[config.mk]
export PLATFORM = sky130hd
export DESIGN_NAME = ipv4_sort_descending_filter_unit
export DESIGN_NICKNAME = d
export VERILOG_FILES = /design/src/rtl/core/ipv4sd_pkg.sv /design/src/rtl/core/ipv4sd_store.sv /design/src/rtl/core/ipv4sd_scan.sv /design/src/rtl/core/ipv4_sort_descending_filter_unit.sv
export SDC_FILE = /design/constraint.sdc
export NUM_CORES = 2
export LEC_CHECK = 0
export ABC_AREA = 1
export BUFFER_PORTS_ARGS = -buffer_cell sky130_fd_sc_hd__buf_2
export CAP_MARGIN = 40
export CORE_MARGIN = 1
export CORE_UTILIZATION = 45
export CTS_BUF_LIST = sky130_fd_sc_hd__clkbuf_8
export DETAILED_ROUTE_END_ITERATION = 6
export GPL_TIMING_DRIVEN = 0
export PLACE_DENSITY_LB_ADDON = 0.15
export SYNTH_ARGS = -nofsm -noshare
export SYNTH_HDL_FRONTEND = slang
export SYNTH_SLANG_ARGS = --single-unit
[constraint.sdc]
create_clock -name clk_i -period 3.8 [get_ports clk_i]
set_input_delay 0.57 -clock clk_i [delete_from_list [all_inputs] [get_ports clk_i]]
set_output_delay 0.57 -clock clk_i [all_outputs]
set_load 0.02 [all_outputs]
[src/rtl/core/ipv4sd_pkg.sv]
// ----------------------------------------------------------------------------
// ipv4sd_pkg
// Shared types and constants for the descending IPv4 sort and filter unit.
// ----------------------------------------------------------------------------
package ipv4sd_pkg;

  // configuration register indexes
  localparam logic [1:0] CFG_FILTER_MODE  = 2'd0;
  localparam logic [1:0] CFG_MATCH_FIRST  = 2'd1;
  localparam logic [1:0] CFG_MATCH_SECOND = 2'd2;

  // filter mode codes
  localparam logic [1:0] FILTER_NONE      = 2'd0;
  localparam logic [1:0] FILTER_FIRST     = 2'd1;
  localparam logic [1:0] FILTER_FIRST_TWO = 2'd2;
  localparam logic [1:0] FILTER_ANY       = 2'd3;

  // input transaction
  typedef struct packed {
    logic [7:0] octet_a;
    logic [7:0] octet_b;
    logic [7:0] octet_c;
    logic [7:0] octet_d;
    logic       end_of_set;
  } in_item_t;

  // output transaction
  typedef struct packed {
    logic [7:0] out_a;
    logic [7:0] out_b;
    logic [7:0] out_c;
    logic [7:0] out_d;
    logic       final_item;
    logic       none_matched;
    logic       dropped_some;
  } out_item_t;

  // filter configuration
  typedef struct packed {
    logic [1:0] filter_mode;
    logic [7:0] match_first;
    logic [7:0] match_second;
  } filter_cfg_t;

endpackage

[src/rtl/core/ipv4sd_store.sv]
// ----------------------------------------------------------------------------
// ipv4sd_store
// Address store: one write port, one read port with registered read data.
// ----------------------------------------------------------------------------
module ipv4sd_store #(
  parameter int unsigned DEPTH = 64,
  parameter int unsigned AW    = 6
) (
  input  logic          clk_i,
  input  logic          we_i,
  input  logic [AW-1:0] waddr_i,
  input  logic [31:0]   wdata_i,
  input  logic          re_i,
  input  logic [AW-1:0] raddr_i,
  output logic [31:0]   rdata_o
);

  logic [31:0] mem [DEPTH];

  // write port
  always_ff @(posedge clk_i) begin
    if (we_i) begin
      mem[waddr_i] <= wdata_i;
    end
  end

  // read port, registered read data
  always_ff @(posedge clk_i) begin
    if (re_i) begin
      rdata_o <= mem[raddr_i];
    end
  end

endmodule

[src/rtl/core/ipv4sd_scan.sv]
// ----------------------------------------------------------------------------
// ipv4sd_scan
// Scan unit: tracks the largest untaken address that passes the filter and
// counts how many untaken addresses pass, over one pass through the store.
// ----------------------------------------------------------------------------
module ipv4sd_scan #(
  parameter int unsigned IW       = 6,
  parameter int unsigned CW       = 7
) (
  input  logic                     clk_i,
  input  logic                     rst_ni,
  input  logic                     clr_i,
  input  logic                     vld_i,
  input  logic [IW-1:0]            idx_i,
  input  logic                     taken_i,
  input  logic [31:0]              data_i,
  input  ipv4sd_pkg::filter_cfg_t  cfg_i,
  output logic                     found_o,
  output logic [31:0]              best_addr_o,
  output logic [IW-1:0]            best_idx_o,
  output logic [CW-1:0]            remaining_o
);

  logic          found_q;
  logic [31:0]   best_addr_q;
  logic [IW-1:0] best_idx_q;
  logic [CW-1:0] remaining_q;
  logic          pass;
  logic          hit;
  logic          better;

  // filter decision on the read data
  always_comb begin
    case (cfg_i.filter_mode)
      ipv4sd_pkg::FILTER_FIRST:
        pass = (data_i[31:24] == cfg_i.match_first);
      ipv4sd_pkg::FILTER_FIRST_TWO:
        pass = (data_i[31:24] == cfg_i.match_first) &&
               (data_i[23:16] == cfg_i.match_second);
      ipv4sd_pkg::FILTER_ANY:
        pass = (data_i[31:24] == cfg_i.match_first) ||
               (data_i[23:16] == cfg_i.match_first) ||
               (data_i[15:8]  == cfg_i.match_first) ||
               (data_i[7:0]   == cfg_i.match_first);
      default:
        pass = 1'b1;
    endcase
  end

  assign hit    = vld_i & ~taken_i & pass;
  assign better = hit & (~found_q | (data_i > best_addr_q));

  // running maximum and pass count
  always_ff @(posedge clk_i or negedge rst_ni) begin
    if (!rst_ni) begin
      found_q     <= 1'b0;
      remaining_q <= '0;
    end else if (clr_i) begin
      found_q     <= 1'b0;
      remaining_q <= '0;
    end else if (hit) begin
      found_q     <= 1'b1;
      remaining_q <= remaining_q + CW'(1);
    end
  end

  // best candidate payload
  always_ff @(posedge clk_i) begin
    if (better) begin
      best_addr_q <= data_i;
      best_idx_q  <= idx_i;
    end
  end

  assign found_o     = found_q;
  assign best_addr_o = best_addr_q;
  assign best_idx_o  = best_idx_q;
  assign remaining_o = remaining_q;

endmodule

[src/rtl/core/ipv4_sort_descending_filter_unit.sv]
// ----------------------------------------------------------------------------
// ipv4_sort_descending_filter_unit
// Loads IPv4 addresses into a store, then emits them in descending order,
// filtered by the configured prefix or byte match.
// ----------------------------------------------------------------------------
// Loading takes input back to back while the unit is idle.
// After the last address, each result takes a scan that reads every stored
// entry once, then pipeline drain, decision and output, plus any output stall;
// input is held off until the last result of the set has been taken.
// Reset clears the fill count, the overflow flag, the configuration and the
// control; the store contents are not cleared and need no clearing pass.
// ----------------------------------------------------------------------------
module ipv4_sort_descending_filter_unit #(
  parameter int unsigned CAPACITY = 64
) (
  input  logic                  clk_i,
  input  logic                  rst_ni,
  input  logic                  in_valid_i,
  output logic                  in_ready_o,
  input  ipv4sd_pkg::in_item_t  in_item_i,
  output logic                  out_valid_o,
  input  logic                  out_ready_i,
  output ipv4sd_pkg::out_item_t out_item_o,
  input  logic                  cfg_valid_i,
  output logic                  cfg_ready_o,
  input  logic [1:0]            cfg_index_i,
  input  logic [7:0]            cfg_data_i
);

  localparam int unsigned IW = (CAPACITY > 1) ? $clog2(CAPACITY) : 1;
  localparam int unsigned CW = $clog2(CAPACITY + 1);

  typedef enum logic [1:0] {
    ST_IDLE,
    ST_SCAN,
    ST_DRAIN,
    ST_EMIT
  } state_e;

  state_e                  state_q, state_d;
  logic [CW-1:0]           cnt_q, cnt_d;
  logic                    ovf_q, ovf_d;
  logic [IW-1:0]           scan_idx_q, scan_idx_d;
  logic                    rd_vld_q;
  logic [IW-1:0]           rd_idx_q;
  logic [CAPACITY-1:0]     taken_q, taken_d;
  logic                    decide_q, decide_d;
  ipv4sd_pkg::out_item_t   out_item_q, out_item_d;
  ipv4sd_pkg::filter_cfg_t cfg_q;

  logic          in_acc;
  logic          store_we;
  logic          rd_en;
  logic [31:0]   rdata;
  logic          scan_clr;
  logic          found;
  logic [31:0]   best_addr;
  logic [IW-1:0] best_idx;
  logic [CW-1:0] remaining;
  logic          last_issue;

  assign in_ready_o  = (state_q == ST_IDLE);
  assign in_acc      = in_valid_i & in_ready_o;
  assign store_we    = in_acc & (cnt_q < CW'(CAPACITY));
  assign rd_en       = (state_q == ST_SCAN);
  assign last_issue  = ((CW'(scan_idx_q) + CW'(1)) == cnt_q);
  assign cfg_ready_o = 1'b1;
  assign out_valid_o = (state_q == ST_EMIT) & ~decide_q;
  assign out_item_o  = out_item_q;

  // address store
  ipv4sd_store #(
    .DEPTH (CAPACITY),
    .AW    (IW)
  ) u_store (
    .clk_i   (clk_i),
    .we_i    (store_we),
    .waddr_i (cnt_q[IW-1:0]),
    .wdata_i ({in_item_i.octet_a, in_item_i.octet_b,
               in_item_i.octet_c, in_item_i.octet_d}),
    .re_i    (rd_en),
    .raddr_i (scan_idx_q),
    .rdata_o (rdata)
  );

  // maximum search over one pass
  ipv4sd_scan #(
    .IW       (IW),
    .CW       (CW)
  ) u_scan (
    .clk_i       (clk_i),
    .rst_ni      (rst_ni),
    .clr_i       (scan_clr),
    .vld_i       (rd_vld_q),
    .idx_i       (rd_idx_q),
    .taken_i     (taken_q[rd_idx_q]),
    .data_i      (rdata),
    .cfg_i       (cfg_q),
    .found_o     (found),
    .best_addr_o (best_addr),
    .best_idx_o  (best_idx),
    .remaining_o (remaining)
  );

  // configuration registers
  always_ff @(posedge clk_i or negedge rst_ni) begin
    if (!rst_ni) begin
      cfg_q <= '0;
    end else if (cfg_valid_i) begin
      unique case (cfg_index_i)
        ipv4sd_pkg::CFG_FILTER_MODE:  cfg_q.filter_mode  <= cfg_data_i[1:0];
        ipv4sd_pkg::CFG_MATCH_FIRST:  cfg_q.match_first  <= cfg_data_i;
        ipv4sd_pkg::CFG_MATCH_SECOND: cfg_q.match_second <= cfg_data_i;
        default: ;
      endcase
    end
  end

  // read pipeline tag
  always_ff @(posedge clk_i or negedge rst_ni) begin
    if (!rst_ni) begin
      rd_vld_q <= 1'b0;
      rd_idx_q <= '0;
    end else begin
      rd_vld_q <= rd_en;
      rd_idx_q <= scan_idx_q;
    end
  end

  // sequencer next state
  always_comb begin
    state_d    = state_q;
    cnt_d      = cnt_q;
    ovf_d      = ovf_q;
    scan_idx_d = scan_idx_q;
    taken_d    = taken_q;
    decide_d   = decide_q;
    out_item_d = out_item_q;
    scan_clr   = 1'b0;
    unique case (state_q)
      ST_IDLE: begin
        if (in_acc) begin
          if (store_we) begin
            cnt_d = cnt_q + CW'(1);
          end else begin
            ovf_d = 1'b1;
          end
          if (in_item_i.end_of_set) begin
            state_d    = ST_SCAN;
            scan_idx_d = '0;
            taken_d    = '0;
            scan_clr   = 1'b1;
          end
        end
      end
      ST_SCAN: begin
        scan_idx_d = scan_idx_q + IW'(1);
        if (last_issue) begin
          state_d = ST_DRAIN;
        end
      end
      ST_DRAIN: begin
        // last read data is folded in at this edge
        state_d  = ST_EMIT;
        decide_d = 1'b1;
      end
      ST_EMIT: begin
        if (decide_q) begin
          decide_d = 1'b0;
          out_item_d.dropped_some = ovf_q;
          if (found) begin
            out_item_d.out_a        = best_addr[31:24];
            out_item_d.out_b        = best_addr[23:16];
            out_item_d.out_c        = best_addr[15:8];
            out_item_d.out_d        = best_addr[7:0];
            out_item_d.none_matched = 1'b0;
            out_item_d.final_item   = (remaining == CW'(1));
            taken_d[best_idx]       = 1'b1;
          end else begin
            out_item_d.out_a        = '0;
            out_item_d.out_b        = '0;
            out_item_d.out_c        = '0;
            out_item_d.out_d        = '0;
            out_item_d.none_matched = 1'b1;
            out_item_d.final_item   = 1'b1;
          end
        end else if (out_ready_i) begin
          if (out_item_q.final_item) begin
            state_d = ST_IDLE;
            cnt_d   = '0;
            ovf_d   = 1'b0;
          end else begin
            state_d    = ST_SCAN;
            scan_idx_d = '0;
            scan_clr   = 1'b1;
          end
        end
      end
      default: state_d = ST_IDLE;
    endcase
  end

  // sequencer state and registered outputs
  always_ff @(posedge clk_i or negedge rst_ni) begin
    if (!rst_ni) begin
      state_q    <= ST_IDLE;
      cnt_q      <= '0;
      ovf_q      <= 1'b0;
      scan_idx_q <= '0;
      taken_q    <= '0;
      decide_q   <= 1'b0;
      out_item_q <= '0;
    end else begin
      state_q    <= state_d;
      cnt_q      <= cnt_d;
      ovf_q      <= ovf_d;
      scan_idx_q <= scan_idx_d;
      taken_q    <= taken_d;
      decide_q   <= decide_d;
      out_item_q <= out_item_d;
    end
  end

endmodule

; ---- After elaboration in Yosys (flattened, before gate mapping)
; Memory sizes are Yosys's and may differ from the RTL's. A register that Yosys moved wholly into a read port is not among the register bits.
; Index checks and enable logic that the tools add are counted.
[totals]
reg_bits = 187
ramBits = 2048
in_bits = 48
wordCells = 138
memories = 1
[classes]
n_addsub = 4
order_cmp = 5
n_eq_ne = 26
muxes = 49
n_bitwise = 11
reduce_logical = 20
[mem_list]
columns = memory, depth, width, read_ports, rd_clocked_by_memory_dff, wr, line_no
row1 = u_store.mem, 64, 32, 1, 1, 1, ipv4sd_store.sv:18  ; logic [31:0] mem [DEPTH];
[ops]
columns = cell, n
row1 = two-way mux 64 bit, 4
row2 = one-hot mux 64 bit (2 select lines), 1
row3 = OR 64 bit, 1
row4 = two-way mux 7 bit, 7
row5 = equality test 8 bit, 5
row6 = two-way mux 34 bit, 1
row7 = > comparator 32 bit, 1
row8 = two-way mux 6 bit, 5
row9 = one-hot mux 6 bit (3 select lines), 1
row10 = AND reduction 6 bit, 3
row11 = two-way mux 1 bit, 17
row12 = "adder 7 x 1 -> 7 bit, second input constant", 2
row13 = "< comparator 6 x 7 -> 1 bit, second input constant", 2
row14 = one-hot mux 7 bit (2 select lines), 1
row15 = "inequality test 2 bit, second input constant", 6
row16 = "equality test 2 bit, second input constant", 5
row17 = two-way mux 2 bit, 5
row18 = "inequality test 2 x 1 -> 1 bit, second input constant", 5
row19 = AND reduction 5 bit, 2
row20 = one-hot mux 2 bit (4 select lines), 1
row21 = AND reduction 2 bit, 4
row22 = "adder 6 x 1 -> 7 bit, second input constant", 1
row23 = "equality test 7 x 1 -> 1 bit, second input constant", 1
row24 = equality test 7 bit, 1
row25 = other kinds (16), 33

; ---- Depth between registers and ports, before layout
[depth]
ltp_word = 8
depth_mapped = 14
depth_no_buf = 12

; ---- Cells and area by module
; Synthesis repeated with hierarchy kept, for this count alone.
[unflattened]
cells_unflattened = 7870
hier_area_um2 = 92562.5
[modules_own_cells]
columns = mod, n_inst, cells_each, area_per_inst_um2, seq_area_each_um2
row1 = ipv4sd_store, 1, 6769, 83058.4, 62459.9
row2 = ipv4_sort_descending_filter_unit, 1, 784, 6528.8, 3528.4
row3 = ipv4sd_scan, 1, 317, 2975.4, 1341.3

; ---- Worst setup path before layout
; OpenSTA, ideal clock, no wires.
[synth_timing]
kind = flip-flop to flip-flop
start = register rd_idx_q[1]
end = register u_scan.best_addr_q[0], in the netlist u_scan.best_addr_o[0], enable pin
arrival_ns = 3.333
required_ns = 3.354
slack_ns = 0.021
stages_incl_launch_ff = 12
synth_period_minus_slack_ns = 3.779
cell_sequence = dfrtp_1 > buf_2 > clkinv_1 > buf_2 > nand3_1 > nand3_1 > nand2_1 > nand2_1 > nand3_1 > nand3_1 > nand4_2 > a21oi_1
[synth_between]
elab_chain_cells = 6
[synth_rtl]
columns = item, line_no
row1 = from (decl), ipv4_sort_descending_filter_unit.sv:45  ; logic [IW-1:0] rd_idx_q;
row2 = from (signal assigned), ipv4_sort_descending_filter_unit.sv:126  ; rd_idx_q <= scan_idx_q;
row3 = binary-select mux 1 bit (select 6 bit), ipv4_sort_descending_filter_unit.sv:96  ; .taken_i (taken_q[rd_idx_q]),
row4 = two-way mux 1 bit (not written as such), ipv4_sort_descending_filter_unit.sv:96
row5 = inverter 1 bit, ipv4sd_scan.sv:50  ; assign hit = vld_i & ~taken_i & pass;
row6 = AND 1 bit (2 in a row), ipv4sd_scan.sv:50
row7 = AND 1 bit, ipv4sd_scan.sv:51  ; assign better = hit & (~found_q | (data_i > best_addr_q));
row8 = via u_scan.better, ipv4sd_scan.sv:30  ; logic better;
row9 = to (signal assigned), ipv4sd_scan.sv:70  ; best_addr_q <= data_i;
row10 = to (decl), ipv4sd_scan.sv:25  ; logic [31:0] best_addr_q;
; The timed path passes the listed nets, and every way through them passes these cells. The select of a mux whose other input is x is not followed.
; A chain may end at the register's enable or synchronous reset.

==> results.json <==
{
  "status": "finished with violations",
  "violated_checks": "DRC, setup timing",
  "drive_above_1_share_pct": 12.0,
  "finalHoldViolCount": 0,
  "finalSetupViolations": 14,
  "final_common_cell": "sky130_fd_sc_hd__edfxtp_1",
  "multi_input_comb_area_sq_um": 21400,
  "timing.critical_path.fanout_max": 11,
  "setup.worst_path.class": "reg2reg",
  "first_pass_grt_wire_length_mm": 484,
  "cts_setup_buffers": 0,
  "number_of_top_level_pins": 86,
  "worst_max_slew_margin_expressed_relative_to_the_limit_pct": 32.8,
  "groute.layer.met2.usage_pct": 50.8,
  "detailed_routing_iterations_pass_1": 7,
  "peak_supply_drop_mv": 0.422,
  "timing.final.crit_share_pct": 106,
  "postSynthCellCount": 7257,
  "io_buffers": 84,
  "yosysWarningCount": 0,
  "placed_cells_incl_taps": 10200,
  "worstRegToRegCells": 12,
  "grt.met3_usage_pct": 8.45,
  "clk_pin_slew_worst_paths_ps": 60,
  "drt_drc_violations_left": 15,
  "most_frequent_cells_in_the_layout": "sky130_fd_sc_hd__edfxtp_1, sky130_fd_sc_hd__nor2_1, sky130_fd_sc_hd__o21ai_0, sky130_fd_sc_hd__nand2_1, sky130_fd_sc_hd__o22ai_1",
  "post_drt_wl_per_cell_um": 32.3,
  "finalCoreUtilization_pct": 53.3,
  "finalMaxSlewViolations": 0,
  "ys_ff_latch": 2267,
  "clk-insertion-delay-late_ps": 1130,
  "layout.cells.non_filler": 10900,
  "critical_path_data_required_time_ps": 4700,
  "grt_max_degree": 87,
  "setup_repair_after_global_routing_missed_its_margin": "no",
  "synth_sequential_area_ratio_pct": 74.1,
  "grt.overflow.total": 0,
  "post-synth-top-area-cell": "sky130_fd_sc_hd__edfxtp_1",
  "hp-class": "in2reg",
  "tritoncts_num_sinks": 2267,
  "peak_freq_mhz": 249,
  "synth_cell_type_count": 47,
  "level_count_of_the_clock_h_tree": 5,
  "tritoncts": "yes",
  "total_power_mw": 70.9,
  "overall_via_count_from_detail_route": 67100,
  "startpoint": "scan_idx_q[0]",
  "min_delay_endpoint": "u_store.mem[25][8]",
  "start_kind": "flop",
  "ctsRootBufferMaster": "sky130_fd_sc_hd__clkbuf_8",
  "core_sq_um": 200000,
  "wirelength_mm": 353,
  "detailed_router_s_first_iteration_violation_count": 10400,
  "rows": 164,
  "global_route.peak_usage_layer": "met2",
  "routabilityCongestion": 0.992,
  "syn-cell-area_sq_um": 90900,
  "setup_ws_ps": -213,
  "leakagePower_nw": 36.7,
  "timing.final.crit_period_ps": 4010,
  "synthToLayoutAreaGrowth_pct": 17.5,
  "fill_cell_count": 17100,
  "clock_buffer_depth": 4,
  "post-synth-top-area-fraction_pct": 70.0,
  "nNetsFinal": 8069,
  "vias_per_cell": 6.13,
  "critPathArrivalTime_ps": 4920,
  "grtUsageTotal_pct": 34.0,
  "dpl_worst_slack_ps": -353,
  "timing.reg2reg.setup_slack_ps": -210,
  "timing.critical_path.to_type": "flop",
  "maxCapViolations": 0,
  "syn_area_per_cell_sq_um": 12.5,
  "place_hpwl_mm": 242,
  "worst_r2r_endpoint": "u_store.rdata_o[14]",
  "fin_worst_skew_ps": 108,
  "power_density_nw_per_um2": 664,
  "fin_worst_hold_slack_ps": 47.6,
  "hold_path_depth": 1,
  "max_slew.worst_pin.slew_ps": 1010,
  "mappedNetlistNets": 7345,
  "grt_pass1_vias": 62900,
  "antenna_found_initial": 26,
  "synth.top_cells.by_area": "sky130_fd_sc_hd__edfxtp_1, sky130_fd_sc_hd__o21ai_0, sky130_fd_sc_hd__nor2_1",
  "die_w_um": 451,
  "crit-reg2reg-launch": "scan_idx_q[0]",
  "global_route.usage.met1_pct": 45.8,
  "area.sequential_sq_um": 67300,
  "drtAntennaViolNets": 0,
  "design.die.area_sq_um": 204000,
  "initial_utilization_pct": 45.4,
  "holdCritStartpoint": "in_item_i[9]",
  "total_cts_buffers": 390,
  "die-height_um": 451
}
where the power goes:
part | leakage [nW] | internal (mW) | switching (mW)
Clock | 3.97 | 10.0 | 9.95
Sequential | 21.0 | 28.4 | 0.713
Combinational | 11.7 | 5.72 | 16.2
state kept, by name, summed over array words and instances (netlist names), 7 cells and up:
name / cells
cfg_q: 18
cnt_q: 7
out_item_o: 35
taken_q: 64
u_scan.best_addr_o: 32
u_scan.remaining_o: 7
u_store.mem: 2048
u_store.rdata_o: 32
synthesized netlist by cell type (all sizes together):
cell    number
buf        179
conb         1
o21ai     1127
nor2      1183
o31ai       31
o211ai       7
a31oi        3
a211oi       1
nor3        22
nand2      734
and2        18
nor4        11
edfxtp    2118
a221oi       1
nand4       19
dfrtp      149
xor2        19
nand3      422
inv        164
o22ai      537
clkbuf     313
nor3b        2
xnor2       28
o211a        1
a2111o       1
nand3b       1
a21oi      106
clkinv       5
o21a         1
a21boi       1
ha          40
or2         12
critical path, stage by stage, from the launching register on:
cell                      delay (ps)
sky130_fd_sc_hd__dfrtp_2         610
sky130_fd_sc_hd__buf_6           270
sky130_fd_sc_hd__buf_6           280
sky130_fd_sc_hd__buf_6           210
sky130_fd_sc_hd__buf_6           240
sky130_fd_sc_hd__buf_2           330
sky130_fd_sc_hd__nor2_1           80
sky130_fd_sc_hd__o22ai_1         250
sky130_fd_sc_hd__nor2_1           90
sky130_fd_sc_hd__o22ai_1         620
sky130_fd_sc_hd__nand2_1         350
sky130_fd_sc_hd__nand3_1         140
sky130_fd_sc_hd__and2_1          270
stage by stage:
stage | setup TNS (ps) | cell area [sq um]
2_1_floorplan | 0 | 90900
3_3_place_gp | -4629720 | 94600
3_5_place_dp | -4200 | 99400
4_1_cts | 0 | 107000
5_1_grt | 0 | 107000
6_report | -1330 | 107000
layout make-up:
| type | count | share of cell area [%] |
|---|---|---|
| antenna | 14 | 0.0328 |
| buffer | 492 | 2.02 |
| clock buffer | 403 | 5.20 |
| clock inverter | 274 | 1.12 |
| inverter | 169 | 0.598 |
| multi-input combinational | 4329 | 20.0 |
| sequential | 2267 | 63.1 |
| tap | 2656 | 3.11 |
| timing repair buffer | 332 | 4.84 |
logic make-up (layout without fill, tap and decap cells):
group           after synthesis  after routing  synth area share (%)
compound gates             1817           1817                  10.9
xor+xnor                     47             47                 0.453
fa+ha+maj                    40             40                 0.551
buf+inv                     661           1670                  3.03
flops                      2267           2267                  74.1
other cells                   1             15               0.00413
simple gates               2424           2424                  11.0
repair_timing:
action	in CTS	in global routing
resized for setup	16	29
endpoints found under the hold margin	484	0
setup endpoints to repair	22	15
hold buffers	43	0
per-layer routing:
metal  routed length (um)  share of wire (%)  up-vias
met2               156000                 44     4800
met3                43600                 12      944
li1                     -                  -    28100
met5                  124              0.035        -
met1               133000                 38    33200
met4                20500                5.8       18
worst max-delay path by stage:
stage	end	slack, ps	cells past startpoint
floorplan	u_scan.best_addr_o[0]	20	11
global placement	u_store.mem[38][13]	-2890	6
detailed placement	u_store.rdata_o[13]	-350	10
CTS	u_store.rdata_o[23]	30	11
global route	u_store.rdata_o[28]	9	11
finish	u_store.rdata_o[14]	-210	12
Note: power is estimated with default switching activity, not from simulation.
